## config.mk

```make
export PLATFORM = sky130hd
export DESIGN_NAME = wav_pcm16_stream_parser_top
export DESIGN_NICKNAME = d
export VERILOG_FILES = /design/src/hdl/wav_pkg.sv /design/src/hdl/wav_pcm16_stream_parser_top.sv
export SDC_FILE = /design/constraint.sdc
export NUM_CORES = 1
export LEC_CHECK = 0
export ABC_AREA = 1
export BUFFER_PORTS_ARGS = -buffer_cell sky130_fd_sc_hd__buf_4
export CAP_MARGIN = 20
export CORE_MARGIN = 2
export CORE_UTILIZATION = 32
export DETAILED_ROUTE_END_ITERATION = 10
export GPL_ROUTABILITY_DRIVEN = 0
export SKIP_LAST_GASP = 1
export SYNTH_ARGS = -nofsm -noshare
export SYNTH_HDL_FRONTEND = slang
export SYNTH_SLANG_ARGS = --single-unit
```

## constraint.sdc

```tcl
create_clock -name clock -period 6.4 [get_ports clock]
set_input_delay 0.96 -clock clock [delete_from_list [all_inputs] [get_ports clock]]
set_output_delay 0.96 -clock clock [all_outputs]
set_load 0.01 [all_outputs]
```

## src/hdl/wav_pkg.sv

```systemverilog
// shared types and constants of the wav pcm16 stream parser
`default_nettype none
package wav_pkg;

   typedef enum logic [3:0] {
      PH_IDLE  = 4'd0,
      PH_RIFF  = 4'd1,
      PH_RSIZE = 4'd2,
      PH_WAVE  = 4'd3,
      PH_CID   = 4'd4,
      PH_CSIZE = 4'd5,
      PH_FMT   = 4'd6,
      PH_SKIP  = 4'd7,
      PH_DATA  = 4'd8,
      PH_DONE  = 4'd9
   } phase_type;

   localparam logic [31:0] TAG_RIFF = 32'h5249_4646;
   localparam logic [31:0] TAG_WAVE = 32'h5741_5645;
   localparam logic [31:0] TAG_FMT  = 32'h666D_7420;
   localparam logic [31:0] TAG_DATA = 32'h6461_7461;

   localparam logic [31:0] FMT_BODY     = 32'd16;
   localparam logic [3:0]  FMT_LAST_IDX = 4'd15;
   localparam logic [3:0]  FMT_CODE_IDX = 4'd1;
   localparam logic [3:0]  FMT_CHAN_IDX = 4'd3;
   localparam logic [2:0]  TAG_LAST_IDX = 3'd3;

   localparam logic [15:0] FORMAT_PCM   = 16'd1;
   localparam logic [15:0] BITS_PCM16   = 16'd16;
   localparam logic [15:0] CHAN_MONO    = 16'd1;
   localparam logic [15:0] CHAN_STEREO  = 16'd2;

   localparam logic [1:0] KIND_SAMPLE = 2'd0;
   localparam logic [1:0] KIND_EMPTY  = 2'd1;
   localparam logic [1:0] KIND_ERROR  = 2'd2;

   localparam logic [2:0] ERR_NOT_RIFF = 3'd0;
   localparam logic [2:0] ERR_NOT_WAVE = 3'd1;
   localparam logic [2:0] ERR_FORMAT   = 3'd2;
   localparam logic [2:0] ERR_CHANNELS = 3'd3;
   localparam logic [2:0] ERR_NO_DATA  = 3'd4;
   localparam logic [2:0] ERR_TRUNC    = 3'd5;

endpackage
`default_nettype wire

```

## src/hdl/wav_pcm16_stream_parser_top.sv

```systemverilog
// byte-serial riff/wav pcm16 parser with a registered result beat
//
// Takes one byte of a RIFF/WAV file per beat, with start_of_file on the first
// byte and end_of_file on the last, and returns at most one result beat per
// byte: a mono sample (stereo frames averaged, truncated toward zero), an
// empty data chunk notice, or an error code. A byte is taken every cycle unless
// req_stall is high; the result sits in one output register, so req_stall is
// high only while that register holds a beat that rsp_stall keeps from leaving.
// The result of a byte appears in the cycle after the byte is taken. Bytes
// outside a file, or after an error, an empty notice or the final sample, give no
// result until the next start_of_file.
`default_nettype none
module wav_pcm16_stream_parser_top (
   input  wire                clock,
   input  wire                reset,
   input  wire                req_valid,
   output logic               req_stall,
   input  wire                req_start_of_file,
   input  wire                req_end_of_file,
   input  wire  [7:0]         req_data_byte,
   output logic               rsp_valid,
   input  wire                rsp_stall,
   output logic [1:0]         rsp_kind,
   output logic signed [15:0] rsp_sample,
   output logic [2:0]         rsp_error_code,
   output logic               rsp_last_frame
);

   wav_pkg::phase_type phase_ff, phase_in, ph_cur, ph_mid;
   logic [3:0]  cnt_ff, cnt_in, cnt_cur;
   logic [31:0] tag_ff, tag_in, tag_cur;
   logic [31:0] len_ff, len_in, len_cur;
   logic [15:0] chan_ff, chan_in, chan_cur;
   logic [15:0] bits_ff, bits_in, bits_cur;
   logic [15:0] fmt_ff, fmt_in, fmt_cur;
   logic [31:0] frames_ff, frames_in, frames_cur;
   logic [15:0] first_ff, first_in, first_cur;
   logic [7:0]  low_ff, low_in, low_cur;
   logic        pad_ff, pad_in, pad_cur;

   logic        rsp_valid_ff, rsp_valid_in;
   logic [1:0]  kind_ff, kind_in;
   logic [15:0] sample_ff, sample_in;
   logic [2:0]  err_ff, err_in;
   logic        last_ff, last_in;

   logic        accept;
   logic        res_valid;
   logic [1:0]  res_kind;
   logic [2:0]  res_err;
   logic [15:0] res_sample;
   logic        res_last;

   logic [15:0] word;
   logic [16:0] pair_sum;
   logic [16:0] pair_adj;

   assign req_stall = rsp_valid_ff & rsp_stall;
   assign accept    = req_valid & ~req_stall;

   // state seen by this byte: a start of file clears everything
   always_comb begin
      if (req_start_of_file) begin
         ph_cur     = wav_pkg::PH_RIFF;
         cnt_cur    = '0;
         tag_cur    = '0;
         len_cur    = '0;
         chan_cur   = wav_pkg::CHAN_MONO;
         bits_cur   = wav_pkg::BITS_PCM16;
         fmt_cur    = wav_pkg::FORMAT_PCM;
         frames_cur = '0;
         first_cur  = '0;
         low_cur    = '0;
         pad_cur    = 1'b0;
      end else begin
         ph_cur     = phase_ff;
         cnt_cur    = cnt_ff;
         tag_cur    = tag_ff;
         len_cur    = len_ff;
         chan_cur   = chan_ff;
         bits_cur   = bits_ff;
         fmt_cur    = fmt_ff;
         frames_cur = frames_ff;
         first_cur  = first_ff;
         low_cur    = low_ff;
         pad_cur    = pad_ff;
      end
   end

   assign word     = {req_data_byte, low_cur};
   assign pair_sum = {first_cur[15], first_cur} + {word[15], word};
   assign pair_adj = pair_sum + {16'd0, pair_sum[16]};

   // next state
   always_comb begin
      ph_mid     = ph_cur;
      cnt_in     = cnt_cur;
      tag_in     = tag_cur;
      len_in     = len_cur;
      chan_in    = chan_cur;
      bits_in    = bits_cur;
      fmt_in     = fmt_cur;
      frames_in  = frames_cur;
      first_in   = first_cur;
      low_in     = low_cur;
      pad_in     = pad_cur;
      res_valid  = 1'b0;
      res_kind   = wav_pkg::KIND_SAMPLE;
      res_err    = wav_pkg::ERR_NOT_RIFF;
      res_sample = '0;
      res_last   = 1'b0;

      case (ph_cur)
         wav_pkg::PH_RIFF, wav_pkg::PH_WAVE, wav_pkg::PH_CID: begin
            tag_in = {tag_cur[23:0], req_data_byte};
            if (cnt_cur[2:0] != wav_pkg::TAG_LAST_IDX) begin
               cnt_in = cnt_cur + 4'd1;
            end else begin
               cnt_in = '0;
               if (ph_cur == wav_pkg::PH_RIFF) begin
                  if (tag_in != wav_pkg::TAG_RIFF) begin
                     res_valid = 1'b1;
                     res_kind  = wav_pkg::KIND_ERROR;
                     res_err   = wav_pkg::ERR_NOT_RIFF;
                     ph_mid    = wav_pkg::PH_DONE;
                  end else begin
                     ph_mid = wav_pkg::PH_RSIZE;
                  end
               end else if (ph_cur == wav_pkg::PH_WAVE) begin
                  if (tag_in != wav_pkg::TAG_WAVE) begin
                     res_valid = 1'b1;
                     res_kind  = wav_pkg::KIND_ERROR;
                     res_err   = wav_pkg::ERR_NOT_WAVE;
                     ph_mid    = wav_pkg::PH_DONE;
                  end else begin
                     ph_mid = wav_pkg::PH_CID;
                  end
               end else begin
                  ph_mid = wav_pkg::PH_CSIZE;
               end
            end
         end
         wav_pkg::PH_RSIZE: begin
            if (cnt_cur[2:0] != wav_pkg::TAG_LAST_IDX) begin
               cnt_in = cnt_cur + 4'd1;
            end else begin
               cnt_in = '0;
               ph_mid = wav_pkg::PH_WAVE;
            end
         end
         wav_pkg::PH_CSIZE: begin
            len_in = {req_data_byte, len_cur[31:8]};
            if (cnt_cur[2:0] != wav_pkg::TAG_LAST_IDX) begin
               cnt_in = cnt_cur + 4'd1;
            end else begin
               cnt_in = '0;
               if (tag_cur == wav_pkg::TAG_FMT) begin
                  ph_mid = wav_pkg::PH_FMT;
               end else if (tag_cur == wav_pkg::TAG_DATA) begin
                  if (chan_cur == 16'd0 || chan_cur > wav_pkg::CHAN_STEREO) begin
                     res_valid = 1'b1;
                     res_kind  = wav_pkg::KIND_ERROR;
                     res_err   = wav_pkg::ERR_CHANNELS;
                     ph_mid    = wav_pkg::PH_DONE;
                  end else begin
                     // bytes per frame is two or four
                     if (chan_cur == wav_pkg::CHAN_MONO) begin
                        frames_in = {1'b0, len_in[31:1]};
                     end else begin
                        frames_in = {2'b00, len_in[31:2]};
                     end
                     if (frames_in == 32'd0) begin
                        res_valid = 1'b1;
                        res_kind  = wav_pkg::KIND_EMPTY;
                        ph_mid    = wav_pkg::PH_DONE;
                     end else begin
                        ph_mid = wav_pkg::PH_DATA;
                     end
                  end
               end else begin
                  pad_in = len_in[0];
                  if (len_in == 32'd0) begin
                     ph_mid = wav_pkg::PH_CID;
                  end else begin
                     ph_mid = wav_pkg::PH_SKIP;
                  end
               end
            end
         end
         wav_pkg::PH_FMT: begin
            if (!cnt_cur[0]) begin
               low_in = req_data_byte;
            end else if (cnt_cur == wav_pkg::FMT_CODE_IDX) begin
               fmt_in = word;
            end else if (cnt_cur == wav_pkg::FMT_CHAN_IDX) begin
               chan_in = word;
            end else if (cnt_cur == wav_pkg::FMT_LAST_IDX) begin
               bits_in = word;
            end
            if (cnt_cur != wav_pkg::FMT_LAST_IDX) begin
               cnt_in = cnt_cur + 4'd1;
            end else begin
               cnt_in = '0;
               if (fmt_in != wav_pkg::FORMAT_PCM || bits_in != wav_pkg::BITS_PCM16) begin
                  res_valid = 1'b1;
                  res_kind  = wav_pkg::KIND_ERROR;
                  res_err   = wav_pkg::ERR_FORMAT;
                  ph_mid    = wav_pkg::PH_DONE;
               end else if (len_cur > wav_pkg::FMT_BODY) begin
                  pad_in = len_cur[0];
                  len_in = len_cur - wav_pkg::FMT_BODY;
                  ph_mid = wav_pkg::PH_SKIP;
               end else begin
                  ph_mid = wav_pkg::PH_CID;
               end
            end
         end
         wav_pkg::PH_SKIP: begin
            if (len_cur != 32'd0) begin
               len_in = len_cur - 32'd1;
            end else begin
               pad_in = 1'b0;
            end
            if (len_in == 32'd0 && !pad_in) begin
               ph_mid = wav_pkg::PH_CID;
               cnt_in = '0;
            end
         end
         wav_pkg::PH_DATA: begin
            if (!cnt_cur[0]) begin
               low_in = req_data_byte;
               cnt_in = cnt_cur + 4'd1;
            end else if (cnt_cur == 4'd1 && chan_cur != wav_pkg::CHAN_MONO) begin
               first_in = word;
               cnt_in   = 4'd2;
            end else begin
               if (cnt_cur == 4'd1) begin
                  first_in   = word;
                  res_sample = word;
               end else begin
                  res_sample = pair_adj[16:1];
               end
               frames_in = frames_cur - 32'd1;
               res_valid = 1'b1;
               res_kind  = wav_pkg::KIND_SAMPLE;
               res_last  = (frames_in == 32'd0);
               cnt_in    = '0;
               if (res_last) begin
                  ph_mid = wav_pkg::PH_DONE;
               end
            end
         end
         default: begin
         end
      endcase

      phase_in = ph_mid;
      // early end replaces any non-final sample of this byte
      if (req_end_of_file && ph_cur != wav_pkg::PH_IDLE && ph_cur != wav_pkg::PH_DONE
          && ph_mid != wav_pkg::PH_DONE) begin
         res_valid = 1'b1;
         res_kind  = wav_pkg::KIND_ERROR;
         res_last  = 1'b0;
         if (ph_mid inside {wav_pkg::PH_RIFF, wav_pkg::PH_RSIZE, wav_pkg::PH_WAVE,
                            wav_pkg::PH_FMT, wav_pkg::PH_DATA}) begin
            res_err = wav_pkg::ERR_TRUNC;
         end else begin
            res_err = wav_pkg::ERR_NO_DATA;
         end
         phase_in = wav_pkg::PH_DONE;
      end
   end

   // result beat fields
   always_comb begin
      rsp_valid_in = accept ? res_valid : (rsp_valid_ff & rsp_stall);
      kind_in      = res_kind;
      sample_in    = (res_kind == wav_pkg::KIND_SAMPLE) ? res_sample : 16'd0;
      err_in       = (res_kind == wav_pkg::KIND_ERROR) ? res_err : 3'd0;
      last_in      = (res_kind == wav_pkg::KIND_SAMPLE) ? res_last : 1'b0;
   end

   always_ff @(posedge clock) begin
      if (reset) begin
         phase_ff     <= wav_pkg::PH_IDLE;
         cnt_ff       <= '0;
         tag_ff       <= '0;
         len_ff       <= '0;
         chan_ff      <= wav_pkg::CHAN_MONO;
         bits_ff      <= wav_pkg::BITS_PCM16;
         fmt_ff       <= wav_pkg::FORMAT_PCM;
         frames_ff    <= '0;
         first_ff     <= '0;
         low_ff       <= '0;
         pad_ff       <= 1'b0;
         rsp_valid_ff <= 1'b0;
      end else begin
         rsp_valid_ff <= rsp_valid_in;
         if (accept) begin
            phase_ff  <= phase_in;
            cnt_ff    <= cnt_in;
            tag_ff    <= tag_in;
            len_ff    <= len_in;
            chan_ff   <= chan_in;
            bits_ff   <= bits_in;
            fmt_ff    <= fmt_in;
            frames_ff <= frames_in;
            first_ff  <= first_in;
            low_ff    <= low_in;
            pad_ff    <= pad_in;
         end
      end
   end

   always_ff @(posedge clock) begin
      if (accept && res_valid) begin
         kind_ff   <= kind_in;
         sample_ff <= sample_in;
         err_ff    <= err_in;
         last_ff   <= last_in;
      end
   end

   assign rsp_valid      = rsp_valid_ff;
   assign rsp_kind       = kind_ff;
   assign rsp_sample     = sample_ff;
   assign rsp_error_code = err_ff;
   assign rsp_last_frame = last_ff;

endmodule
`default_nettype wire

```

==> qor.yml, run 1 <==
power_and_ir_drop:
  vdd_drop_max_v: 0.0002508
  p_per_area_nw_per_um2: 192.9
  p_leak_nw: 8.982
clock_network:
  numCtsBuffers: 17
  postCtsSetupRepairBufs: 0
  htree_levels: 4
  cts_sinks: 200
  insertion_delay_ps: 510
  ctsHoldBuffers: 0
  clockBufferDepth: 2
  cts_root_buf: "clkbuf_16"
  clk_pin_slew_ps: 80
  cts_tree: "yes"
  cts_resized: 0
setup_path:
  endpoint_kind: "register"
  crit_buf_inv: 7
  reg2regPathDepth: 24
  crit_family: "simple AND/OR/NAND/NOR gates"
  cp_data_arrival_time_ps: 5330
  cp_max_fo: 22
  path_common_cell: "nand2_1"
  crit_cells: 26
  worstSetupPathType: "in2reg"
  cpMaxStageDelayCell: "inv_1"
  crit_path_start_kind: "input pin"
  slowest_delay_ps: 750
  worst-endpoint-required_ps: 6530
sta:
  tightest_slew_ps: 1038
  slew_viol_final: 0
  setup_viol: 0
  fin_ws_ps: 1194
  rsz0062_at_grt: "false"
  tns_ps: 0
  hold_ws_ps: 470.3
  fmax_ghz: 0.1921
  hold_viol: 0
  fin_crit_sh: 0.8135
  relSlewSlack: 0.3033
  fin_crit_ps: 5206
  finalClockSkew_ps: 23.80
cells_and_area:
  fin_util: 0.3485
  layout.nets: 2874
  syn_to_final_growth_pct: 8.086
  fin_area_um2: 18680
  drive_above_1_share: 0.09030
  fillers: 6016
  diodes: 0
  regArea_um2: 4224
  multiInputGateArea_um2: 11100
yosys:
  ys_top_cells_by_area: "dfxtp_1 21%, nand2_1 16%, o21ai_0 7.1%"
  syn-instance-count: 2884
  synth_edf_count: 22
  yosysWarnings: 0
  synth_top_cell_area_share: 0.2062
  synth_top_flop_cell: "dfxtp_1"
  synth.distinct_cells: 55
  synth_nets: 2924
  ys_ff_latch: 200
  synth.largest_area_cell: "dfxtp_1"
  ys_async_sr_fraction: 0
  synth_area_um2: 17280
  synth-seq-area-share: 0.2444
  syn_avg_cell_area_um2: 5.993
routing:
  firstDrtPassIters: 6
  drt_first_iter_violations: 1940
  wl_um: 63040
  num_vias: 19436
  wl_per_cell_um: 17.80
  vias_per_cell: 5.487
  remaining_drc_errors: 0
  drtAntennaViolNets: 0
global_routing:
  grt.overflow.total: 0
  grt_pass1_vias: 17620
  track_usage: 0.2245
  antenna_found_initial: 0
  grt_first_pass_wirelength_um: 100100
  grt_max_degree: 92
min_path:
  worstHoldPathType: "reg2reg"
  holdPathStages: 2
die:
  coreArea_um2: 53600
  die-area_um2: 55890
  fp.dieH_um: 236.4
  die_w_um: 236.4
  ios: 38
  rows: 85
  start_util: 0.3225
flow_run:
  maxCapViolCount: 0
run_status:
  outcome: "complete, no violations"
place:
  dpl.hpwl_um: 44730
  placed_area_um2: 18110
  port_buffers: 37
  place_ws_ps: 785.0
synthesized netlist by cell type (14+ instances only):
| cell | instances |
|---|---|
| a21oi_1 | 168 |
| a221oi_1 | 15 |
| buf_2 | 22 |
| clkbuf_1 | 100 |
| dfxtp_1 | 178 |
| edfxtp_1 | 22 |
| ha_1 | 25 |
| inv_1 | 320 |
| inv_2 | 16 |
| nand2_1 | 751 |
| nand2_2 | 35 |
| nand2_4 | 14 |
| nand3_1 | 164 |
| nand4_1 | 45 |
| nor2_1 | 321 |
| nor2_2 | 18 |
| nor3_1 | 52 |
| o2111ai_1 | 20 |
| o211ai_1 | 84 |
| o21ai_0 | 245 |
| o21ai_1 | 53 |
| o221a_2 | 21 |
| o221ai_1 | 29 |
| xor2_1 | 36 |
state kept, by name (all words and copies together) (netlist names), 2 cells and up:
name and count:
tag_ff 32, rsp_kind 2, bits_ff 16, phase_ff 4, fmt_ff 16, len_ff 32, cnt_ff 4, rsp_error_code 3
first_ff 16, frames_ff 32, low_ff 8, rsp_sample 16, chan_ff 16
worst paths after layout:
kind                      from            end  slack (ps)
max          req_start_of_file  rsp_sample[1]        1190
min                  fmt_ff[3]      fmt_ff[3]         470
max reg2reg          cnt_ff[1]  rsp_sample[1]        1680
min reg2reg          fmt_ff[3]      fmt_ff[3]         470
kinds of logic (layout without fill, tap and decap cells):
logic type,after synthesis,after routing,share of synthesized area
AOI/OAI and AO/OA,683,683,0.2382
xor gates and xnor gates,42,42,0.02128
adders and majority gates,26,26,0.01926
buffers and inverters,491,453,0.1144
DFF,200,200,0.2444
and+or+nand+nor,1442,1442,0.3625
power breakdown:
part | internal, mW | leakage (nW) | total, mW | switching (mW)
logic | 0.317 | 7.05 | 1.07 | 0.754
registers | 1.34 | 1.65 | 1.39 | 0.0473
clock network | 0.558 | 0.279 | 1.14 | 0.586
metal layers:
layer	vias up	track usage	wire (um)	part of all wire
met4	0	0.1022	2401	0.038
li1	9548	-	-	-
met5	-	0	0	0
met3	135	0.03768	5049	0.080
met1	8890	0.3079	28310	0.45
met2	863	0.3432	27280	0.43
layout by cell type (no fill, tap or decap), types with 22 or more instances in the layout:
master | netlist | layout
nand2_1 | 751 | 749
ha_1 | 25 | 25
buf_4 | 4 | 80
o21ai_1 | 53 | 53
nor2_1 | 321 | 319
o21ai_0 | 245 | 245
a21oi_1 | 168 | 168
o221ai_1 | 29 | 29
o211ai_1 | 84 | 84
nor3_1 | 52 | 52
nand3_1 | 164 | 164
dfxtp_1 | 178 | 178
edfxtp_1 | 22 | 22
inv_1 | 320 | 319
xor2_1 | 36 | 36
nand2_2 | 35 | 36
nand4_1 | 45 | 45
worst min-delay path, cell delays in order (launching register included):
cell	delay, ps
dfxtp_1	320
nand2_1	60
a21oi_1	60
area by class of cell:
class | instances | area share
well taps | 696 | 0.04661
flip-flops and latches | 200 | 0.2261
clock buffers | 19 | 0.02371
clock inverters | 12 | 0.007099
repair buffers | 81 | 0.03322
inverters | 341 | 0.06918
multi-input cells | 2193 | 0.5941
through the flow:
step,cells,power (mW)
4_1_cts,3542,3.616
5_1_grt,3542,3.808
2_1_floorplan,2884,2.184
6_report,3542,3.605
3_5_place_dp,3511,2.462
3_3_place_gp,3511,2.461
(Power assumes the default switching activity.)
==> inputs of run 2 (changes only) <==
--- a/config.mk
+++ b/config.mk
@@ -5,7 +5,7 @@
 export SDC_FILE = /design/constraint.sdc
 export NUM_CORES = 1
 export LEC_CHECK = 0
-export ABC_AREA = 1
+export ABC_AREA = 0
 export BUFFER_PORTS_ARGS = -buffer_cell sky130_fd_sc_hd__buf_4
 export CAP_MARGIN = 20
 export CORE_MARGIN = 2
==> constraint.sdc (replaced) <==
create_clock -name clock -period 4.8 [get_ports clock]
set_input_delay 0.72 -clock clock [delete_from_list [all_inputs] [get_ports clock]]
set_output_delay 0.72 -clock clock [all_outputs]
set_load 0.01 [all_outputs]
==> run 2 against run 1 <==
Synthesized area decreased by 14%. Worst setup slack lost 600 ps. Clock power rose by 32%. Count of clock-buffer cells in the layout is 1 lower. Combinational power decreased by 30%. Synthesized cell count shrank 29%. Sequential share of layout area grew 3.0 points. Critical path depth decreased by 15. Non-clock buffer count grew 49. Hold slack better by 14 ps. Power up 11%. Critical path type is now reg2reg. Critical endpoint is now rsp_sample[7]. Largest cell class unchanged. Largest power group unchanged.
==> qor.yml, run 2 <==
run_status:
  outcome: "complete, no violations"
setup_path:
  endpoint_kind: "register"
  crit_path_start_kind: "register"
  cpMaxStageDelayCell: "nor4_2"
  cp_data_arrival_time_ps: 4470
  worstSetupPathType: "reg2reg"
  crit_family: "compound AO/OA/AOI/OAI gates"
  crit_buf_inv: 1
  cp_max_fo: 16
  crit_chain: "nor4_2, nand3_1, o41ai_1, o211ai_1, a2111oi_0, nand4_1, a21o_1, a2111oi_4, o21ai_2, buf_4, a211oi_1"
  slowest_delay_ps: 740
  worst-endpoint-required_ps: 5060
sta:
  fmax_ghz: 0.2376
  fin_crit_sh: 0.8768
  relSlewSlack: 0.2973
  finalClockSkew_ps: 15.62
  slew_viol_final: 0
  fin_crit_ps: 4209
  rsz0062_at_grt: "false"
  tightest_slew_ps: 1052
  hold_viol: 0
  setup_viol: 0
  fin_ws_ps: 591.4
min_path:
  worstHoldPathType: "reg2reg"
clock_network:
  clk_pin_slew_ps: 80
  cts_tree: "yes"
  ctsHoldBuffers: 0
  numCtsBuffers: 17
  cts_sinks: 200
  cts_root_buf: "clkbuf_16"
  clockBufferDepth: 2
  postCtsSetupRepairBufs: 0
  insertion_delay_ps: 460
  htree_levels: 4
  cts_resized: 0
cells_and_area:
  fin_area_um2: 16500
  diodes: 0
  regArea_um2: 4225
  drive_above_1_share: 0.1027
  layout.nets: 2071
  final_common_cell: "nor2_1"
  multiInputGateArea_um2: 9808
  fillers: 4810
  syn_to_final_growth_pct: 11.50
  mostFrequentLayoutCells: "275 x nor2_1, 216 x nand2_1, 178 x a21oi_1, 177 x dfxtp_1, 126 x buf_4"
  largestRegisters: "frames_ff (32), len_ff (32), tag_ff (32)"
die:
  fp.dieH_um: 219.0
  start_util: 0.3253
  ios: 38
  die-area_um2: 47970
  rows: 78
  die_w_um: 219.0
  coreArea_um2: 45480
yosys:
  ys_top_cells_by_area: "dfxtp_1 24%, nor2_1 7.0%, a21oi_1 6.0%"
  yosysWarnings: 0
  synth.distinct_cells: 83
  syn_avg_cell_area_um2: 7.178
  synth_top_cell_area_share: 0.2409
  synth.largest_area_cell: "dfxtp_1"
  synth_nets: 2101
  synth_area_um2: 14790
  post-synth-top-count-cell: "nor2_1"
  ys_ff_latch: 200
  synth_edf_count: 22
  synth_common_cells: "276 x nor2_1, 216 x nand2_1, 178 x a21oi_1, 178 x dfxtp_1, 151 x clkbuf_1"
  syn-instance-count: 2061
  ys_async_sr_fraction: 0
  synth-seq-area-share: 0.2855
  synth_top_flop_cell: "dfxtp_1"
power_and_ir_drop:
  vdd_drop_max_v: 0.0002584
  p_per_area_nw_per_um2: 242.9
  p_leak_nw: 5.849
  total_power_mw: 4.007
routing:
  drt_first_iter_violations: 2146
  drtAntennaViolNets: 0
  remaining_drc_errors: 0
  firstDrtPassIters: 6
  wl_per_cell_um: 21.20
  vias_per_cell: 6.179
  num_vias: 16338
  wl_um: 56040
global_routing:
  grt.overflow.total: 0
  track_usage: 0.2295
  grt_pass1_vias: 14861
  grt_max_degree: 73
  antenna_found_initial: 0
  grt_first_pass_wirelength_um: 86900
place:
  dpl.hpwl_um: 38660
  placed_area_um2: 15870
  place_ws_ps: 359.3
  port_buffers: 37
flow_run:
  maxCapViolCount: 0
## run 2: routing by layer
metal / part of all wire / up-vias / wire, um / global-route usage
met5: 0 / - / 0 / 0
met4: 0.038 / 0 / 2113 / 0.09572
met3: 0.10 / 156 / 5629 / 0.04796
met2: 0.43 / 937 / 24190 / 0.3444
met1: 0.43 / 7722 / 24110 / 0.3177
li1: - / 7523 / - / -
## run 2: report_power, final
| part | internal (mW) | switching (mW) |
|---|---|---|
| logic | 0.241 | 0.503 |
| clock network | 0.744 | 0.759 |
| registers | 1.71 | 0.0456 |
## run 2: worst paths after layout
| check | slack, ps | start | cells past startpoint | end |
|---|---|---|---|---|
| worst min-delay path | 480 | tag_ff[26] | 2 | tag_ff[26] |
| worst max-delay path | 590 | frames_ff[6] | 11 | rsp_sample[7] |
| worst max register to register | 590 | frames_ff[6] | 11 | rsp_sample[7] |
| worst min register to register | 480 | tag_ff[26] | 2 | tag_ff[26] |
## run 2: kinds of logic after synthesis
family                     count (synthesis)  synth area share
and+or+nand+nor                          871            0.2863
buffers and inverters                    213           0.05599
DFF                                      200            0.2855
adders and majority gates                 26           0.02250
AOI/OAI and AO/OA                        656            0.2912
xor gates and xnor gates                  70           0.04144
muxes                                     25           0.01708
## run 2: area by class of cell
class | instances | area share
clock buffer | 18 | 0.02602
clock inverter | 14 | 0.009785
inverter | 34 | 0.007737
multi-input combinational | 1648 | 0.5946
sequential | 200 | 0.2561
tap | 600 | 0.04551
timing repair buffer | 130 | 0.06022
## run 2: tightest hold or removal path: stages, from the launching register on
cell,delay (ps)
dfxtp_1,330
a21oi_1,60
nor2_1,60
## run 2: through the flow
stage,hold WS (ps),utilization,instances,TNS (ps)
2_1_floorplan,443.6,-,2061,-785.0
3_3_place_gp,456.2,0.3487,2606,0
3_5_place_dp,467.5,0.3490,2607,0
4_1_cts,478.9,0.3619,2639,0
5_1_grt,511.9,0.3627,2644,0
6_report,484.8,0.3627,2644,0
